File: config.mk
export PLATFORM = sky130hd
export DESIGN_NAME = vrrp_router_state_machine
export DESIGN_NICKNAME = d
export VERILOG_FILES = /design/src/hdl/vrrp_pkg.sv /design/src/hdl/vrrp_router_state_machine.sv
export SDC_FILE = /design/constraint.sdc
export NUM_CORES = 1
export LEC_CHECK = 0
export BUFFER_PORTS_ARGS = -buffer_cell sky130_fd_sc_hd__buf_4
export CELL_PAD_IN_SITES_DETAIL_PLACEMENT = 1
export CELL_PAD_IN_SITES_GLOBAL_PLACEMENT = 1
export CORE_ASPECT_RATIO = 0.5
export CORE_MARGIN = 2
export CORE_UTILIZATION = 44
export DETAILED_ROUTE_END_ITERATION = 6
export GPL_TIMING_DRIVEN = 0
export MAX_ROUTING_LAYER = met4
export PLACE_DENSITY = 0.9
export SYNTH_ARGS = -nofsm -noshare
export SYNTH_HDL_FRONTEND = slang
export SYNTH_SLANG_ARGS = --single-unit
export TNS_END_PERCENT = 30
File: constraint.sdc
create_clock -name aclk -period 5.56 [get_ports aclk]
set_input_delay 0.556 -clock aclk [delete_from_list [all_inputs] [get_ports aclk]]
set_output_delay 0.556 -clock aclk [all_outputs]
set_load 0.005 [all_outputs]
File: src/hdl/vrrp_pkg.sv
package vrrp_pkg;

    // Role codes as carried on the result channel.
    typedef enum logic [1:0] {
        ROLE_INIT   = 2'd0,
        ROLE_BACKUP = 2'd1,
        ROLE_MASTER = 2'd2
    } role_t;

    // Input item codes; code 3 carries no meaning and is ignored.
    localparam logic [1:0] OP_START  = 2'd0;
    localparam logic [1:0] OP_ADVERT = 2'd1;
    localparam logic [1:0] OP_TICK   = 2'd2;

    // Configuration register indexes.
    localparam logic [2:0] CFG_OWN_PRIORITY   = 3'd0;
    localparam logic [2:0] CFG_ADV_INTERVAL   = 3'd1;
    localparam logic [2:0] CFG_PREEMPT_ENABLE = 3'd2;
    localparam logic [2:0] CFG_OWN_ADDR_HIGH  = 3'd3;
    localparam logic [2:0] CFG_OWN_ADDR_LOW   = 3'd4;

    localparam int          COUNT_W        = 18;
    localparam logic [7:0]  OWNER_PRIORITY = 8'd255;
    localparam logic [8:0]  TICKS_PER_SEC  = 9'd256;
    localparam logic [1:0]  DOWN_FACTOR    = 2'd3;

    // Register reset values.
    localparam logic [7:0]  RST_OWN_PRIORITY = 8'd100;
    localparam logic [7:0]  RST_ADV_INTERVAL = 8'd1;
    localparam logic        RST_PREEMPT      = 1'b1;

endpackage

File: src/hdl/vrrp_router_state_machine.sv
// Role machine of one virtual router: init, backup and master.
//
// Input channel (s_valid/s_ready): one item per transfer, either a start
// command, an advertisement that has already been validated, or a time tick
// of 1/256 second. Result channel (m_valid/m_ready): exactly one result per
// item, in order, giving the role after the item and the send, claim and
// release actions it calls for.
// Configuration is a plain write port (cfg_wr_en, cfg_index, cfg_wdata) and
// is to be written only while no item is in flight.
//
// An accepted item is held in an input register; when the output register is
// free, the role and timer are updated and the result is loaded into the
// output register. Throughput is one item per cycle while the receiver does
// not stall, set by the compare and timer logic between the two registers.
// When the receiver stalls the output register holds its result, and the
// input register takes one more item before s_ready falls.
// Synchronous reset puts the machine in the init role with the timer
// disarmed and the configuration registers at their default values.
module vrrp_router_state_machine
    import vrrp_pkg::*;
(
    input  logic        aclk,
    input  logic        aresetn,

    input  logic        cfg_wr_en,
    input  logic [2:0]  cfg_index,
    input  logic [63:0] cfg_wdata,

    input  logic        s_valid,
    output logic        s_ready,
    input  logic [1:0]  s_opcode,
    input  logic [7:0]  s_adv_priority,
    input  logic [63:0] s_src_addr_high,
    input  logic [63:0] s_src_addr_low,

    output logic        m_valid,
    input  logic        m_ready,
    output logic [1:0]  m_role,
    output logic        m_send_advert,
    output logic        m_claim_address,
    output logic        m_release_address
);

    // Configuration registers.
    logic [7:0]  own_priority_reg;
    logic [7:0]  adv_interval_reg;
    logic        preempt_enable_reg;
    logic [63:0] own_addr_high_reg;
    logic [63:0] own_addr_low_reg;

    // Input register.
    logic        in_valid_reg;
    logic [1:0]  opcode_reg;
    logic [7:0]  adv_priority_reg;
    logic [63:0] src_addr_high_reg;
    logic [63:0] src_addr_low_reg;

    // Machine state.
    role_t              role_reg,  role_next;
    logic [COUNT_W-1:0] count_reg, count_next;

    // Output register.
    logic        out_valid_reg;
    logic [1:0]  out_role_reg;
    logic        send_reg,    send_next;
    logic        claim_reg,   claim_next;
    logic        release_reg, release_next;

    logic               out_free;
    logic               advance;
    logic [8:0]         skew_ticks;
    logic [COUNT_W-1:0] advert_ticks;
    logic [COUNT_W-1:0] down_ticks;
    logic               peer_wins;
    logic [COUNT_W-1:0] count_dec;

    assign out_free = !out_valid_reg || m_ready;
    assign advance  = in_valid_reg && out_free;
    assign s_ready  = !in_valid_reg || out_free;

    // Timer loads in ticks, from the register values at the moment of loading.
    assign skew_ticks   = TICKS_PER_SEC - {1'b0, own_priority_reg};
    assign advert_ticks = {2'b00, adv_interval_reg, 8'h00};
    assign down_ticks   = COUNT_W'({10'(DOWN_FACTOR) * 10'(adv_interval_reg), 8'h00})
                        + {{(COUNT_W-9){1'b0}}, skew_ticks};

    // Priority wins outright; an equal priority falls back to the address.
    assign peer_wins = (adv_priority_reg > own_priority_reg)
                    || ((adv_priority_reg == own_priority_reg)
                        && ({src_addr_high_reg, src_addr_low_reg}
                            > {own_addr_high_reg, own_addr_low_reg}));

    assign count_dec = count_reg - COUNT_W'(1);

    always_comb begin
        role_next    = role_reg;
        count_next   = count_reg;
        send_next    = 1'b0;
        claim_next   = 1'b0;
        release_next = 1'b0;
        case (opcode_reg)
            OP_START: begin
                if (own_priority_reg == OWNER_PRIORITY) begin
                    role_next  = ROLE_MASTER;
                    count_next = advert_ticks;
                    send_next  = 1'b1;
                    claim_next = 1'b1;
                end else begin
                    role_next    = ROLE_BACKUP;
                    count_next   = down_ticks;
                    release_next = 1'b1;
                end
            end
            OP_ADVERT: begin
                if (role_reg == ROLE_MASTER) begin
                    if (adv_priority_reg == 8'd0) begin
                        send_next  = 1'b1;
                        count_next = advert_ticks;
                    end else if (peer_wins) begin
                        role_next    = ROLE_BACKUP;
                        count_next   = down_ticks;
                        release_next = 1'b1;
                    end
                end else if (role_reg == ROLE_BACKUP) begin
                    if (adv_priority_reg == 8'd0) begin
                        count_next = {{(COUNT_W-9){1'b0}}, skew_ticks};
                    end else if (!preempt_enable_reg
                                 || (adv_priority_reg >= own_priority_reg)) begin
                        count_next = down_ticks;
                    end
                end
            end
            OP_TICK: begin
                if (count_reg != '0) begin
                    count_next = count_dec;
                    if (count_dec == '0) begin
                        if (role_reg == ROLE_MASTER) begin
                            send_next  = 1'b1;
                            count_next = advert_ticks;
                        end else if (role_reg == ROLE_BACKUP) begin
                            role_next  = ROLE_MASTER;
                            count_next = advert_ticks;
                            send_next  = 1'b1;
                            claim_next = 1'b1;
                        end
                    end
                end
            end
            default: begin
            end
        endcase
    end

    always_ff @(posedge aclk) begin
        if (!aresetn) begin
            own_priority_reg   <= RST_OWN_PRIORITY;
            adv_interval_reg   <= RST_ADV_INTERVAL;
            preempt_enable_reg <= RST_PREEMPT;
            own_addr_high_reg  <= '0;
            own_addr_low_reg   <= '0;
        end else if (cfg_wr_en) begin
            case (cfg_index)
                CFG_OWN_PRIORITY:   own_priority_reg   <= cfg_wdata[7:0];
                CFG_ADV_INTERVAL:   adv_interval_reg   <= cfg_wdata[7:0];
                CFG_PREEMPT_ENABLE: preempt_enable_reg <= cfg_wdata[0];
                CFG_OWN_ADDR_HIGH:  own_addr_high_reg  <= cfg_wdata;
                CFG_OWN_ADDR_LOW:   own_addr_low_reg   <= cfg_wdata;
                default: begin
                end
            endcase
        end
    end

    always_ff @(posedge aclk) begin
        if (!aresetn) begin
            in_valid_reg  <= 1'b0;
            out_valid_reg <= 1'b0;
            role_reg      <= ROLE_INIT;
            count_reg     <= '0;
        end else begin
            if (s_ready) begin
                in_valid_reg <= s_valid;
            end
            if (advance) begin
                role_reg  <= role_next;
                count_reg <= count_next;
            end
            if (out_free) begin
                out_valid_reg <= in_valid_reg;
            end
        end
    end

    always_ff @(posedge aclk) begin
        if (s_ready && s_valid) begin
            opcode_reg        <= s_opcode;
            adv_priority_reg  <= s_adv_priority;
            src_addr_high_reg <= s_src_addr_high;
            src_addr_low_reg  <= s_src_addr_low;
        end
        if (advance) begin
            out_role_reg <= role_next;
            send_reg     <= send_next;
            claim_reg    <= claim_next;
            release_reg  <= release_next;
        end
    end

    assign m_valid           = out_valid_reg;
    assign m_role            = out_role_reg;
    assign m_send_advert     = send_reg;
    assign m_claim_address   = claim_reg;
    assign m_release_address = release_reg;

    // Claiming the address only happens on entry to master, with an advert.
    a_claim_master: assert property (@(posedge aclk) disable iff (!aresetn)
        out_valid_reg && claim_reg |-> (out_role_reg == ROLE_MASTER) && send_reg)
        else $error("claim without master role and advert");

    // Releasing the address only happens on entry to backup.
    a_release_backup: assert property (@(posedge aclk) disable iff (!aresetn)
        out_valid_reg && release_reg
            |-> (out_role_reg == ROLE_BACKUP) && !claim_reg && !send_reg)
        else $error("release without backup role");

    // The init role never has a running timer.
    a_init_disarmed: assert property (@(posedge aclk) disable iff (!aresetn)
        (role_reg == ROLE_INIT) |-> (count_reg == '0))
        else $error("timer armed in init role");

    // A stalled result keeps the machine state frozen behind it.
    a_stall_holds_state: assert property (@(posedge aclk) disable iff (!aresetn)
        in_valid_reg && out_valid_reg && !m_ready
            |=> $stable(role_reg) && $stable(count_reg))
        else $error("state moved while the result was stalled");

endmodule
== Yosys cells after proc, flatten, opt, wreduce, memory -nomap -nowiden ==
Cells that the tools add are included.

* Bits in registers: 310
* Bits in latches: 0
* Memory bits (writable): 0
* Bits in read-only memories: 0
* Input port bits: 210
* Output and inout bits: 7
* Word-level logic and storage cells: 98
* Memories kept: 0

* Add/sub/neg operators: 3
* Multipliers: 1
* Divide/modulo/power cells: 0
* Order comparisons: 3
* Equality and inequality tests: 14
* Shifts and indexed selects: 0
* Muxes and demuxes: 38
* Bitwise logic cells: 0
* Reductions and logical operators: 22

{| class="wikitable"
|+ Operators by type and width
! cell !! number
|-
| 2-to-1 mux 18 bit || 11
|-
| greater-than comparator 128 bit || 1
|-
| one-hot mux 18 bit (3 select lines) || 1
|-
| adder 18 x 9 -> 18 bit || 1
|-
| zero test 18 bit || 1
|-
| nonzero test 18 bit || 1
|-
| subtractor 18 x 1 -> 18 bit, second input constant || 1
|-
| 2-to-1 mux 2 bit || 8
|-
| 2-to-1 mux 1 bit || 14
|-
| multiplier 2 x 8 -> 10 bit, first input constant || 1
|-
| AND reduction 2 bit || 5
|-
| subtractor 9 x 8 -> 9 bit, first input constant || 1
|-
| == test 8 bit || 1
|-
| == test 8 bit, second input constant || 1
|-
| >= comparator 8 bit || 1
|-
| greater-than comparator 8 bit || 1
|-
| zero test 8 bit || 1
|-
| inequality test 4 bit, second input constant || 2
|-
| == test 3 x 2 -> 1 bit, second input constant || 2
|-
| one-hot mux 2 bit (3 select lines) || 1
|-
| AND reduction 6 bit || 1
|-
| == test 2 x 1 -> 1 bit, second input constant || 2
|-
| == test 2 bit, second input constant || 2
|-
| logical OR 1 bit || 4
|-
| other kinds (11) || 16
|}

== Longest topological paths before layout ==
* Depth in word-level cells: 7
* Mapped depth: 14
* Depth with buffers taken out: 13

== Least setup slack after synthesis ==
OpenSTA, ideal clock, no wires.

* Path kind: input -> register
* Start point: in m_ready
* End point: reg adv_priority_reg[0] (enable)
* Library setup time: 0.513 ns
* Arrival time: 3.879 ns
* Data required time: 5.047 ns
* Setup slack: 1.168 ns
* Stages on the path: 3
* Path buffers: 0
* Path through: nor2b_1 nand2_1 and2_1

* Word-level cells in the longest chain between the ends: 3

{| class="wikitable"
|+ RTL lines
! what !! line !! text
|-
| start, declared || vrrp_router_state_machine.sv:37 || <nowiki>input logic m_ready,</nowiki>
|-
| logical OR 1 bit || vrrp_router_state_machine.sv:77 || <nowiki>assign out_free = !out_valid_reg || m_ready;</nowiki>
|-
| logical OR 1 bit || vrrp_router_state_machine.sv:79 || <nowiki>assign s_ready = !in_valid_reg || out_free;</nowiki>
|-
| via s_ready || vrrp_router_state_machine.sv:30 || <nowiki>output logic s_ready,</nowiki>
|-
| logical AND 1 bit || vrrp_router_state_machine.sv:195 || <nowiki>if (s_ready && s_valid) begin</nowiki>
|-
| end signal, assigned || vrrp_router_state_machine.sv:197 || <nowiki>adv_priority_reg <= s_adv_priority;</nowiki>
|-
| end, declared || vrrp_router_state_machine.sv:54 || <nowiki>logic [7:0] adv_priority_reg;</nowiki>
|}

The timed path passes the listed nets, and every way through them passes these cells.
A chain may end at the register's enable or synchronous reset.

== Worst setup path after layout ==
* Start point: reg own_addr_high_reg[62]
* End point: reg count_reg[11]

* Word-level cells in the longest chain between the ends: 5

{| class="wikitable"
|+ RTL lines
! what !! line !! text
|-
| start, declared || vrrp_router_state_machine.sv:48 || <nowiki>logic [63:0] own_addr_high_reg;</nowiki>
|-
| start signal, assigned || vrrp_router_state_machine.sv:166 || <nowiki>CFG_OWN_ADDR_HIGH: own_addr_high_reg <= cfg_wdata;</nowiki>
|-
| greater-than comparator 128 bit || vrrp_router_state_machine.sv:91 || <nowiki>> {own_addr_high_reg, own_addr_low_reg}));</nowiki>
|-
| logical AND 1 bit || vrrp_router_state_machine.sv:90 || <nowiki>&& ({src_addr_high_reg, src_addr_low_reg}</nowiki>
|-
| logical OR 1 bit || vrrp_router_state_machine.sv:89 || <nowiki>|| ((adv_priority_reg == own_priority_reg)</nowiki>
|-
| inequality test 4 bit (no source line) || n/a ||
|-
| AND reduction 6 bit (no source line) || n/a ||
|-
| end signal, assigned || vrrp_router_state_machine.sv:186 || <nowiki>count_reg <= count_next;</nowiki>
|-
| end, declared || vrrp_router_state_machine.sv:60 || <nowiki>logic [COUNT_W-1:0] count_reg, count_next;</nowiki>
|}

Every way passes these cells.

==> run summary <==
Status -> finished clean
IO buf count -> 216
CTS tree -> built
H-tree depth -> 1
Max cap viols -> 0
Synth area leaders -> edfxtp_1 28%, dfxtp_1 22%, ha_1 13%
Max layer used -> met4
Hpwl dp -> 36980 µm
Ys async rst share -> 0%
Synth top area share -> 27.89%
Hold buffers post-CTS -> 0
RSZ-0062 raised after global routing -> false
Crit path launch type -> register
# rows -> 48
Post-synthesis sequential area ratio -> 49.61%
F_max -> 224.4 MHz
Max transition margin -> 21.52%
1st-pass router iterations -> 5
Main synth FF type -> dfxtp_1
Vias/cell -> 5.688
Synth cell count leaders -> 333 x nand2_1, 224 x a21oi_1, 167 x dfxtp_1
Slew of the pin with the lowest slew margin -> 1162 ps
Nets -> 2251
Register-to-register setup slack -> 1100 ps
Unique masters post-synth -> 72
Wl on met1 -> 20470 µm
Num CTS Buffers -> 30
Setup TNS -> 0 ps
ANT nets after route -> 0
Detail Route met2 WL -> 27120 µm
Mapped Cells -> 1631
Combinational share of power -> 12.6%
Initial antenna violation count -> 6
Pwr/cell area -> 286.0 nW/µm²
Met3 wire len -> 2322 µm
Critical Path RT -> 6000 ps
Buf/Inv on CP -> 3
Worst r2r path cells -> 12
Clk root buf -> clkbuf_16
Vias in the first global route -> 14700
Slowest CP cell -> nor4_1
Crit path cell chain -> inv_1 -> ha_1 -> nand4_1 -> nor4_1 -> nand4_1 -> nor4_1 -> o21ai_0 -> o211ai_2 -> buf_2 -> buf_4 -> mux2i_1 -> nor2_1
Synthesized area per cell -> 9.440 µm²
Wire per inst -> 22.23 µm
Vias -> 13580
Max Buffers Root-to-Sink -> 3
# setup viols final -> 0
P_sw -> 1389 µW
Clock share of power -> 40.0%
Hold WC Path Type -> primary input to register
Largest net degree at the start of global routing -> 70
Placer congestion estimate -> 0.9376
Cell taking the most area after synthesis -> edfxtp_1
Cell Area, Synth -> 15400 µm²
Worst-path clk slew -> 70 ps
PnR worst setup slack -> 1104 ps
Final cell count without fillers -> 2387
Hold Fails Final Rpt -> 0
Placed insts -> 2324
Tcrit/Tclk final -> 80.15%
Crit path time final -> 4456 ps
Number of cells on the critical path -> 12
Sink Count -> 310
CP Max Fanout -> 10
First-pass GRT wire length -> 81090 µm
Worst path max stage delay -> 1000 ps
GR Overflow Total -> 0
Pleak -> 0.007086 µW
Yosys reg bits -> 310
Sw frac -> 25.99%
Core box area -> 34470 µm²
Path type of the worst setup path -> register to register
Area grow syn2layout -> 21.35%
Total setup buffers inserted after CTS -> 0
Total track usage -> 29.56%
CP delay by family, top -> simple AND/OR/NAND/NOR gates
Utilization after layout -> 54.20%
Max-slew violation count -> 0
Layout cells sized above 1 -> 15.33%
CTS resizes -> 0
EDFF count, synth -> 143
Worst IR Drop VDD -> 224.0 µV
Hold Slack -> 145.6 ps
Flop pwr share -> 47.4%
Starting density of the core -> 44.66%
CP endpoint kind -> register
Initial DRC Count -> 962
I/O Pins -> 217
Count leader, synth -> nand2_1
Die X -> 268.5 µm
WHS Path Cells -> 1
Worst Path Arrival -> 4890 ps
Filler cells -> 3995
Die area -> 36590 µm²
Pre-CTS setup slack -> 1338 ps
Setup Skew -> 22.35 ps
# DRC -> 0
Synth warnings -> 0
Cell-internal power -> 3955 µW
Net Count, Synth -> 2001
Die H -> 136.3 µm
Clk Latency, worst-skew pair -> 580 ps
WL final -> 53060 µm
-- placed cells by master, fill, tap and decap left out, types with 9 or more instances in the layout --
cell type	count
inv_1	158
nor3_1	21
a21oi_1	224
nand4_1	29
nor4_1	17
edfxtp_1	143
or4_1	9
nand3_1	33
buf_4	217
clkbuf_16	31
xor2_1	13
o21ai_0	38
xnor2_1	15
nor2_1	51
clkinv_2	9
ha_1	159
a21o_1	17
nand2b_1	9
a211oi_1	10
clkbuf_1	52
nand2_1	333
dfxtp_1	167
-- path summary, 6_finish.rpt --
path                              start                     to
hold / removal      s_src_addr_high[59]  src_addr_high_reg[59]
setup reg to reg  own_addr_high_reg[62]          count_reg[11]
hold reg to reg   own_addr_high_reg[29]  own_addr_high_reg[29]
setup / recovery  own_addr_high_reg[62]          count_reg[11]
-- routing by layer --
metal	track usage (%)	vias to the layer above
li1	-	6228
met2	52.28	443
met3	4.039	195
met4	16.82	0
met5	-	-
met1	32.26	6712
-- area by class of cell --
class                           count  area [µm²]  area share [%]
Multi-Input combinational cell   1104        6937           37.13
Clock buffer                       42       867.1           4.641
Tap cell                          475       594.3           3.181
Sequential cell                   310        7637           40.88
Buffer                             58       227.7           1.219
Inverter                          159       596.8           3.194
Timing Repair Buffer              218        1677           8.974
Clock inverter                     14       128.9          0.6898
Antenna cell                        7       17.52         0.09376
-- power by group through the flow --
stage          Sequential, µW  Clock (µW)  Combinational, µW
2_1_floorplan            2570           0                359
6_report                 2530        2140                674
5_1_grt                  2540        2240                733
4_1_cts                  2530        2160                665
3_5_place_dp             2580           0                642
3_3_place_gp             2580           0                595
-- metrics by stage --
step / power (µW) / cell area (µm²)
floorplan: 2926 / 15400
global placement: 3179 / 17610
detailed placement: 3223 / 17670
CTS: 5358 / 18670
global route: 5512 / 18680
finish: 5344 / 18680
-- cells by family after synthesis --
logic type | count (synthesis) | synth area share, %
adders and majority gates | 160 | 13.05
muxes | 10 | 0.6664
buffers and inverters | 217 | 5.356
AOI/OAI and AO/OA | 355 | 13.38
and+or+nand+nor | 551 | 16.35
DFF | 310 | 49.61
xor gates and xnor gates | 28 | 1.593
Note: power is estimated with default switching activity, not from simulation.
